**src/hw/rtl/mdpf_pkg.sv**
```systemverilog
// mdpf_pkg: shared constants, types and the crc-16 byte update for the duty framer
// no dependencies; imported by every module of the framer
`timescale 1ns / 1ps

package mdpf_pkg;

    localparam int DUTY_W  = 16;
    localparam int BYTE_W  = 8;
    localparam int DB_W    = 14;
    localparam int MAG_W   = 14;
    localparam int PROD_W  = 29;
    localparam int IDX_W   = 3;
    localparam int CFG_IDX_W = 2;

    // register indexes of the configuration port
    localparam logic [CFG_IDX_W-1:0] REG_DEVICE_ADDRESS = 2'd0;
    localparam logic [CFG_IDX_W-1:0] REG_DEAD_BAND      = 2'd1;

    localparam logic [BYTE_W-1:0] DEVICE_ADDRESS_RST = 8'd128;
    localparam logic [BYTE_W-1:0] OPCODE_DUTY        = 8'd34;

    localparam logic signed [DUTY_W-1:0] DUTY_FULL_POS = 16'sd10000;
    localparam logic signed [DUTY_W-1:0] DUTY_FULL_NEG = -16'sd10000;
    localparam logic [MAG_W-1:0]         DUTY_FULL_MAG = 14'd10000;

    // positive scale 32767, negative scale 32768 (a shift by 15)
    localparam logic [14:0] SCALE_POS = 15'd32767;
    localparam int          NEG_SHIFT = 15;

    // divide by 10000: x * ceil(2^42 / 10000) >> 42, exact for every x up to 10000 * 32768
    localparam logic [PROD_W-1:0] RECIP_MULT  = 29'd439804652;
    localparam int                RECIP_SHIFT = 42;

    localparam logic [15:0] CRC_POLY = 16'h1021;

    // byte positions within a command packet
    localparam logic [IDX_W-1:0] BYTE_ADDR   = 3'd0;
    localparam logic [IDX_W-1:0] BYTE_OPCODE = 3'd1;
    localparam logic [IDX_W-1:0] BYTE_DA_HI  = 3'd2;
    localparam logic [IDX_W-1:0] BYTE_DA_LO  = 3'd3;
    localparam logic [IDX_W-1:0] BYTE_DB_HI  = 3'd4;
    localparam logic [IDX_W-1:0] BYTE_DB_LO  = 3'd5;
    localparam logic [IDX_W-1:0] BYTE_CRC_HI = 3'd6;
    localparam logic [IDX_W-1:0] BYTE_CRC_LO = 3'd7;

    // stage advance strobes from the top level to the scalers
    typedef struct packed {
        logic adv1;
        logic adv2;
    } mdpf_ctl_t;

    // serializer status back to the top level
    typedef struct packed {
        logic busy;
        logic finish;
    } mdpf_ser_st_t;

    // msb-first crc-16, no reflection, one byte
    function automatic logic [15:0] crc16_byte(input logic [15:0] crc_in,
                                               input logic [BYTE_W-1:0] data);
        logic [15:0] c;
        c = crc_in ^ {data, 8'h00};
        for (int i = 0; i < 8; i++) begin
            if (c[15]) begin
                c = {c[14:0], 1'b0} ^ CRC_POLY;
            end else begin
                c = {c[14:0], 1'b0};
            end
        end
        return c;
    endfunction

endpackage

```
**src/hw/rtl/motor_duty_packet_framer_top.sv**
```systemverilog
// motor_duty_packet_framer_top: duty request in, eight-byte crc-16 command packet out
// depends on mdpf_pkg, mdpf_duty_scale, mdpf_byte_ser
`timescale 1ns / 1ps

//  channel | direction | tdata (low bit up)              | tlast           | tuser
//  s_      | in        | duty_a[15:0], duty_b[31:16]     | -               | -
//  m_      | out       | out_byte[7:0]                   | last_byte       | -
//  cfg_    | in        | write enable, index, 14-bit data| -               | -
//
// each request becomes eight output bytes, one per output request; the byte
// serializer sets that pace
// first byte leaves once the request has passed the input, multiply and divide stages
// up to three requests wait in the input, multiply and divide stages while a
// packet drains; a stall on m_ holds the byte and backs the stages up in turn
// aresetn is synchronous, active low; it empties every stage and restores the
// address register to 128 and the deadband to 0

module motor_duty_packet_framer_top (
    input  logic                              aclk,
    input  logic                              aresetn,
    // duty_a[15:0], duty_b[31:16]
    input  logic                              s_tvalid,
    output logic                              s_tready,
    input  logic [31:0]                       s_tdata,
    // out_byte[7:0]
    output logic                              m_tvalid,
    input  logic                              m_tready,
    output logic [7:0]                        m_tdata,
    output logic                              m_tlast,
    // configuration writes
    input  logic                              cfg_we,
    input  logic [mdpf_pkg::CFG_IDX_W-1:0]    cfg_index,
    input  logic [mdpf_pkg::DB_W-1:0]         cfg_wdata
);
    import mdpf_pkg::*;

    // configuration registers
    logic [BYTE_W-1:0] dev_addr_reg;
    logic [DB_W-1:0]   dead_band_reg;

    // input stage
    logic signed [DUTY_W-1:0] da_in_reg, db_in_reg;

    // stage valids: input, multiply, divide
    logic v0_reg, v0_next;
    logic v1_reg, v1_next;
    logic v2_reg, v2_next;

    logic          in_take;
    logic          ser_load;
    mdpf_ctl_t     ctl;
    mdpf_ser_st_t  ser_st;
    logic [DUTY_W-1:0] duty_a, duty_b;

    always_ff @(posedge aclk) begin
        if (!aresetn) begin
            dev_addr_reg  <= DEVICE_ADDRESS_RST;
            dead_band_reg <= '0;
        end else if (cfg_we) begin
            case (cfg_index)
                REG_DEVICE_ADDRESS: dev_addr_reg  <= cfg_wdata[BYTE_W-1:0];
                REG_DEAD_BAND:      dead_band_reg <= cfg_wdata;
                default:            ;   // unknown index, ignored
            endcase
        end
    end

    // ready chain: a stage moves when the next one is empty or moving on
    assign ser_load = v2_reg && (!ser_st.busy || ser_st.finish);
    assign ctl.adv2 = v1_reg && (!v2_reg || ser_load);
    assign ctl.adv1 = v0_reg && (!v1_reg || ctl.adv2);
    assign s_tready = !v0_reg || ctl.adv1;
    assign in_take  = s_tvalid && s_tready;

    always_comb begin
        v0_next = in_take ? 1'b1 : (ctl.adv1 ? 1'b0 : v0_reg);
        v1_next = ctl.adv1 ? 1'b1 : (ctl.adv2 ? 1'b0 : v1_reg);
        v2_next = ctl.adv2 ? 1'b1 : (ser_load ? 1'b0 : v2_reg);
    end

    always_ff @(posedge aclk) begin
        if (!aresetn) begin
            v0_reg <= 1'b0;
            v1_reg <= 1'b0;
            v2_reg <= 1'b0;
        end else begin
            v0_reg <= v0_next;
            v1_reg <= v1_next;
            v2_reg <= v2_next;
        end
    end

    always_ff @(posedge aclk) begin
        if (in_take) begin
            da_in_reg <= s_tdata[15:0];
            db_in_reg <= s_tdata[31:16];
        end
    end

    mdpf_duty_scale u_scale_a (
        .aclk      (aclk),
        .ctl       (ctl),
        .duty_in   (da_in_reg),
        .dead_band (dead_band_reg),
        .duty_out  (duty_a)
    );

    mdpf_duty_scale u_scale_b (
        .aclk      (aclk),
        .ctl       (ctl),
        .duty_in   (db_in_reg),
        .dead_band (dead_band_reg),
        .duty_out  (duty_b)
    );

    mdpf_byte_ser u_ser (
        .aclk     (aclk),
        .aresetn  (aresetn),
        .load     (ser_load),
        .address  (dev_addr_reg),
        .duty_a   (duty_a),
        .duty_b   (duty_b),
        .status   (ser_st),
        .m_tvalid (m_tvalid),
        .m_tready (m_tready),
        .m_tdata  (m_tdata),
        .m_tlast  (m_tlast)
    );

    // a packet never breaks off before its crc low byte
    a_pkt_contiguous: assert property (@(posedge aclk) disable iff (!aresetn)
        (m_tvalid && m_tready && !m_tlast) |=> m_tvalid)
        else $error("packet gap before last byte");

    // a freshly loaded packet opens with the device address
    a_first_is_addr: assert property (@(posedge aclk) disable iff (!aresetn)
        ser_load |=> (m_tvalid && m_tdata == $past(dev_addr_reg) && !m_tlast))
        else $error("packet does not start with address");

    // the divide stage keeps its request until the serializer takes it
    a_stage2_hold: assert property (@(posedge aclk) disable iff (!aresetn)
        (v2_reg && !ser_load) |=> v2_reg)
        else $error("divide stage request lost");

    // the serializer only loads when it is free or finishing
    a_load_free: assert property (@(posedge aclk) disable iff (!aresetn)
        ser_load |-> (!ser_st.busy || (m_tready && m_tlast)))
        else $error("serializer overwritten mid packet");

endmodule

```
**src/hw/rtl/mdpf_duty_scale.sv**
```systemverilog
// mdpf_duty_scale: clamp, deadzone and scale of one duty request, two register stages
// depends on mdpf_pkg
`timescale 1ns / 1ps

module mdpf_duty_scale (
    input  logic                              aclk,
    input  mdpf_pkg::mdpf_ctl_t               ctl,
    input  logic signed [mdpf_pkg::DUTY_W-1:0] duty_in,
    input  logic [mdpf_pkg::DB_W-1:0]          dead_band,
    output logic [mdpf_pkg::DUTY_W-1:0]        duty_out
);
    import mdpf_pkg::*;

    logic [MAG_W-1:0]      mag;
    logic                  neg;
    logic [PROD_W-1:0]     scaled;
    logic [PROD_W-1:0]     x_reg;
    logic                  neg_reg;
    logic [2*PROD_W-1:0]   prod;
    logic [DUTY_W-1:0]     quot;
    logic [DUTY_W-1:0]     duty_reg;

    // clamp to full scale, take the magnitude, zero it below the deadband and scale it
    always_comb begin
        neg = duty_in[DUTY_W-1];
        if (duty_in < DUTY_FULL_NEG || duty_in > DUTY_FULL_POS) begin
            mag = DUTY_FULL_MAG;
        end else if (neg) begin
            mag = MAG_W'(-duty_in);
        end else begin
            mag = MAG_W'(duty_in);
        end
        if (mag < dead_band) begin
            scaled = '0;
        end else if (neg) begin
            scaled = {mag, {NEG_SHIFT{1'b0}}};
        end else begin
            scaled = PROD_W'(mag) * PROD_W'(SCALE_POS);
        end
    end

    always_ff @(posedge aclk) begin
        if (ctl.adv1) begin
            x_reg   <= scaled;
            neg_reg <= neg;
        end
    end

    // divide by 10000 through the reciprocal, exact up to 10000 * 32768
    assign prod = {{PROD_W{1'b0}}, x_reg} * {{PROD_W{1'b0}}, RECIP_MULT};
    assign quot = prod[RECIP_SHIFT +: DUTY_W];

    always_ff @(posedge aclk) begin
        if (ctl.adv2) begin
            duty_reg <= neg_reg ? DUTY_W'(-quot) : quot;
        end
    end

    assign duty_out = duty_reg;

endmodule

```
**src/hw/rtl/mdpf_byte_ser.sv**
```systemverilog
// mdpf_byte_ser: holds one command packet and sends it a byte per request, crc built on the fly
// depends on mdpf_pkg
`timescale 1ns / 1ps

module mdpf_byte_ser (
    input  logic                           aclk,
    input  logic                           aresetn,
    input  logic                           load,
    input  logic [mdpf_pkg::BYTE_W-1:0]    address,
    input  logic [mdpf_pkg::DUTY_W-1:0]    duty_a,
    input  logic [mdpf_pkg::DUTY_W-1:0]    duty_b,
    output mdpf_pkg::mdpf_ser_st_t         status,
    output logic                           m_tvalid,
    input  logic                           m_tready,
    output logic [mdpf_pkg::BYTE_W-1:0]    m_tdata,
    output logic                           m_tlast
);
    import mdpf_pkg::*;

    logic              busy_reg, busy_next;
    logic [IDX_W-1:0]  idx_reg, idx_next;
    logic [15:0]       crc_reg, crc_next;
    logic [BYTE_W-1:0] addr_reg;
    logic [DUTY_W-1:0] da_reg, db_reg;
    logic [BYTE_W-1:0] cur_byte;
    logic              take;
    logic              is_last;

    always_comb begin
        case (idx_reg)
            BYTE_ADDR:   cur_byte = addr_reg;
            BYTE_OPCODE: cur_byte = OPCODE_DUTY;
            BYTE_DA_HI:  cur_byte = da_reg[15:8];
            BYTE_DA_LO:  cur_byte = da_reg[7:0];
            BYTE_DB_HI:  cur_byte = db_reg[15:8];
            BYTE_DB_LO:  cur_byte = db_reg[7:0];
            BYTE_CRC_HI: cur_byte = crc_reg[15:8];
            BYTE_CRC_LO: cur_byte = crc_reg[7:0];
            default:     cur_byte = '0;
        endcase
    end

    assign is_last = (idx_reg == BYTE_CRC_LO);
    assign take    = busy_reg && m_tready;

    always_comb begin
        busy_next = busy_reg;
        idx_next  = idx_reg;
        crc_next  = crc_reg;
        if (take) begin
            idx_next = idx_reg + IDX_W'(1);
            if (idx_reg < BYTE_CRC_HI) begin
                crc_next = crc16_byte(crc_reg, cur_byte);
            end
            if (is_last) begin
                busy_next = 1'b0;
            end
        end
        if (load) begin
            busy_next = 1'b1;
            idx_next  = BYTE_ADDR;
            crc_next  = '0;
        end
    end

    always_ff @(posedge aclk) begin
        if (!aresetn) begin
            busy_reg <= 1'b0;
            idx_reg  <= BYTE_ADDR;
        end else begin
            busy_reg <= busy_next;
            idx_reg  <= idx_next;
        end
    end

    always_ff @(posedge aclk) begin
        crc_reg <= crc_next;
        if (load) begin
            addr_reg <= address;
            da_reg   <= duty_a;
            db_reg   <= duty_b;
        end
    end

    assign status.busy   = busy_reg;
    assign status.finish = take && is_last;
    assign m_tvalid      = busy_reg;
    assign m_tdata       = cur_byte;
    assign m_tlast       = is_last;

endmodule
```
**config.mk**
```make
export PLATFORM = sky130hd
export DESIGN_NAME = motor_duty_packet_framer_top
export DESIGN_NICKNAME = d
export VERILOG_FILES = /design/src/hw/rtl/mdpf_pkg.sv /design/src/hw/rtl/motor_duty_packet_framer_top.sv /design/src/hw/rtl/mdpf_duty_scale.sv /design/src/hw/rtl/mdpf_byte_ser.sv
export SDC_FILE = /design/constraint.sdc
export NUM_CORES = 2
export LEC_CHECK = 0
export ABC_AREA = 1
export BUFFER_PORTS_ARGS = -buffer_cell sky130_fd_sc_hd__buf_2
export CELL_PAD_IN_SITES_DETAIL_PLACEMENT = 1
export CELL_PAD_IN_SITES_GLOBAL_PLACEMENT = 2
export CORE_MARGIN = 5
export CORE_UTILIZATION = 42
export CTS_CLUSTER_DIAMETER = 100
export CTS_CLUSTER_SIZE = 10
export DETAILED_ROUTE_END_ITERATION = 10
export GPL_ROUTABILITY_DRIVEN = 0
export PLACE_DENSITY_LB_ADDON = 0.1
export SETUP_SLACK_MARGIN = 0.3
export SLEW_MARGIN = 15
export SYNTH_ARGS = -nofsm -noshare
export SYNTH_HDL_FRONTEND = slang
export SYNTH_SLANG_ARGS = --single-unit
```
**constraint.sdc**
```tcl
create_clock -name aclk -period 8.2 [get_ports aclk]
set_input_delay 1.64 -clock aclk [delete_from_list [all_inputs] [get_ports aclk]]
set_output_delay 1.64 -clock aclk [all_outputs]
set_load 0.01 [all_outputs]
```
==> summary.md <==
| Metric | Value |
|---|---|
| Run status | `completed` |
| Worst Tran Pin Value | `1.12 ns` |
| Core area | `119000 µm²` |
| Final Hold Viols | `0` |
| Worst Slack Setup Final | `0.832 ns` |
| Worst hold path depth | `0` |
| Area contributors post-synth | `fa_1 33%, ha_1 20%, inv_1 14%, edfxtp_1 9.8%, nand2_1 7.5%` |
| Crit path to | `u_scale_a.duty_out[14]` |
| Critical Path Most Common Cell | `nand2_1` |
| Worst skew pair latency | `0.60 ns` |
| FF-to-FF setup slack | `0.83 ns` |
| CTS tree | `yes` |
| GRT Total Usage | `25.2%` |
| Clock transition at path regs | `0.07 ns` |
| Worst Path Required | `8.51 ns` |
| RSZ-0062 raised after global routing | `no` |
| Syn_area_per_cell | `8.37 µm²` |
| Crit start category | `register` |
| Die Ht | `356 µm` |
| Worst R2R Path Depth | `28` |
| # port buffers | `63` |
| DR vias | `37.7k` |
| Drt initial violations | `1608` |
| CP top delay family | `adder cells` |
| DR DRC count | `0` |
| WL final | `154 mm` |
| Number of buffers created by CTS | `28` |
| Max-slew headroom | `25.2%` |
| Slowest-stage cell, CP | `ha_1` |
| HP Class | `reg -> reg` |
| Hold Startpoint | `u_scale_b.duty_out[11]` |
| Syn nets | `7684` |
| Layout Skew | `0.0437 ns` |
| Clk sinks | `209` |
| Worst Path Arrival | `7.68 ns` |
| Die ar. | `127000 µm²` |
| Initial DRT Pass Iterations | `7` |
| Max-Cap Viols | `0` |
| Final HPWL DP | `140 mm` |
| # rows | `127` |
| Min Tclk post-route | `7.37 ns` |
| P&R area growth vs syn | `6.72%` |
| Largest net degree at the start of global routing | `61` |
| First-pass GRT wire length | `247 mm` |
| Share of cells above drive strength 1 | `4.63%` |
| Worst Setup Path Type | `reg -> reg` |
| Max incr delay on CP | `0.66 ns` |
| Nature of the critical path endpoint | `register` |
| Nets | `7785` |
| Number of synthesized register bits | `209` |
| Crit path depth | `28` |
| Yosys top cell area share | `32.8%` |
| Ys flop type | `edfxtp_1` |
| Synth Cell Area | `50400 µm²` |
| Setup TNS | `0 ns` |
| Vias in the first global route | `42.9k` |
| Chip width | `356 µm` |
| Final setup viols | `0` |
| Max Fclk | `0.136 GHz` |
| Initial antenna violation count | `4` |
| Setup Fix Bufs, Post-CTS | `0` |
| Reg2reg end | `u_scale_a.duty_out[14]` |
| Yosys top cell by area | `fa_1` |
| Synth cell types | `57` |
| Post-synth EDFFs | `164` |
| Synth warn | `0` |
| CTS max path bufs | `3` |
| Htree depth | `1` |
| Pre-CTS setup slack | `0.492 ns` |
| Beginning of the critical path | `u_scale_a.x_reg[18]` |
| Vias/cell | `4.86` |
| Initial Util | `42.1%` |
| CTS Root Cell | `clkbuf_16` |
| Sequential area share after synthesis | `11.6%` |
| Remaining global-route overflow | `0` |
| Avg WL per Cell | `19.9 µm` |
| Post-route ant nets | `0` |
| Asr flop ratio synth | `0%` |
| Final core occ | `45.0%` |
| Worst flop-to-flop path startpoint | `u_scale_a.x_reg[18]` |
| Fin crit share | `89.9%` |
| Buffers plus inverters on the worst setup path | `4` |
| Max-slew violations | `0` |
| IO Count | `64` |
| Worst Path Max Fanout | `8` |
| Syn Inst Count | `6016` |
[cell type report]
class / count / area [µm²]
Clock buffer: 47 / 815
Timing Repair Buffer: 96 / 576
Antenna cell: 3 / 7.51
Clock inverter: 5 / 42.5
Inverter: 1895 / 7110
Multi-Input combinational cell: 3887 / 37300
Fill cell: 14400 / 65800
Tap cell: 1612 / 2020
Sequential cell: 209 / 5830
[kinds of logic (layout without fill, tap and decap cells)]
group / after synthesis / after routing / synth area share [%]
AOI/OAI and AO/OA: 431 / 431 / 4.86
xor gates and xnor gates: 123 / 123 / 2.17
adders and majority gates: 1615 / 1615 / 52.4
buffers and inverters: 1920 / 2043 / 14.4
DFF: 209 / 209 / 11.6
muxes: 1 / 1 / 0.0199
other: 0 / 3 / 0
and+or+nand+nor: 1717 / 1717 / 14.6
[cells in the mapped netlist (3+ instances only)]
cell and instances:
a221oi_1 4, nor4_1 5, o22ai_1 4, ha_1 789
inv_2 9, a22oi_1 14, a21o_1 11, o31ai_1 3
xnor2_1 37, o21ai_2 3, nand3b_1 10, and3_1 3
inv_1 1886, xor2_1 84, nand2_2 29, o21a_1 3
fa_1 826, nand3_2 8, nand2_1 1001, or2_2 18
nand3_1 156, nor2_2 41, edfxtp_1 164, a21oi_1 188
a211oi_1 5, a31oi_1 9, nor3_1 26, buf_1 4
o211ai_1 12, nor2_4 9, clkbuf_1 14, buf_6 4
nor2_1 336, o21ai_0 134, nand2_4 6, dfxtp_1 45
buf_2 3, nor3_2 6, a21boi_0 4, nand4_1 53
o21bai_1 29
[per-layer routing]
layer | GRT usage (%) | wire length (µm) | vias to the layer above
li1 | - | - | 18200
met1 | 32.5 | 68400 | 18900
met2 | 46.2 | 78200 | 458
met3 | 1.52 | 3400 | 172
met4 | 6.19 | 4440 | 2
met5 | 0 | 13 | -
[per-stage QoR]
stage | hold slack [ns] | cells | instance area [µm²]
2_1_floorplan | 0.400 | 6016 | 50400
5_1_grt | 0.419 | 7754 | 53700
3_5_place_dp | 0.405 | 7698 | 52800
6_report | 0.407 | 7754 | 53700
4_1_cts | 0.408 | 7750 | 53700
3_3_place_gp | 0.405 | 7698 | 52800
[what timing repair did]
item / CTS / global route
hold endpoints to repair: 0 / 0
gates resized for setup: 0 / 14
endpoints found under the setup margin: 0 / 17
hold buffers: 0 / 0
[layout by cell type, fill, tap and decap left out, types with 4 or more instances in the layout]
cell type and instances:
nand2_4 6, nor2_2 42, a221oi_1 4, o211ai_1 12, clkbuf_16 30, a22oi_1 14
nand2_2 31, nand2_1 999, a31oi_1 9, dfxtp_1 45, nor3_1 25, nand3_1 156
fa_1 825, xor2_1 84, a21oi_1 187, a21o_1 11, inv_2 12, o21bai_1 29
inv_1 1883, nor3_2 7, nor2_1 333, ha_1 789, nor2_4 11, buf_2 63
edfxtp_1 164, nor4_1 5, a211oi_1 5, buf_4 32, o21ai_0 134, xnor2_1 35
clkbuf_1 17, o22ai_1 4, nand3b_1 10, nand4_1 53, nand3_2 8, or2_2 18
[worst min path at each step]
stage	to	slack (ns)
after floorplan	u_ser.da_reg[0]	0.40
after global placement	u_ser.db_reg[10]	0.40
after detailed placement	u_ser.db_reg[11]	0.41
after CTS	u_ser.db_reg[11]	0.41
after global routing	u_ser.db_reg[12]	0.42
final	u_ser.db_reg[11]	0.41
Power is left out: the tool's default activity adds up to more than one toggle a clock period on the data nets, which glitch-free logic cannot reach.
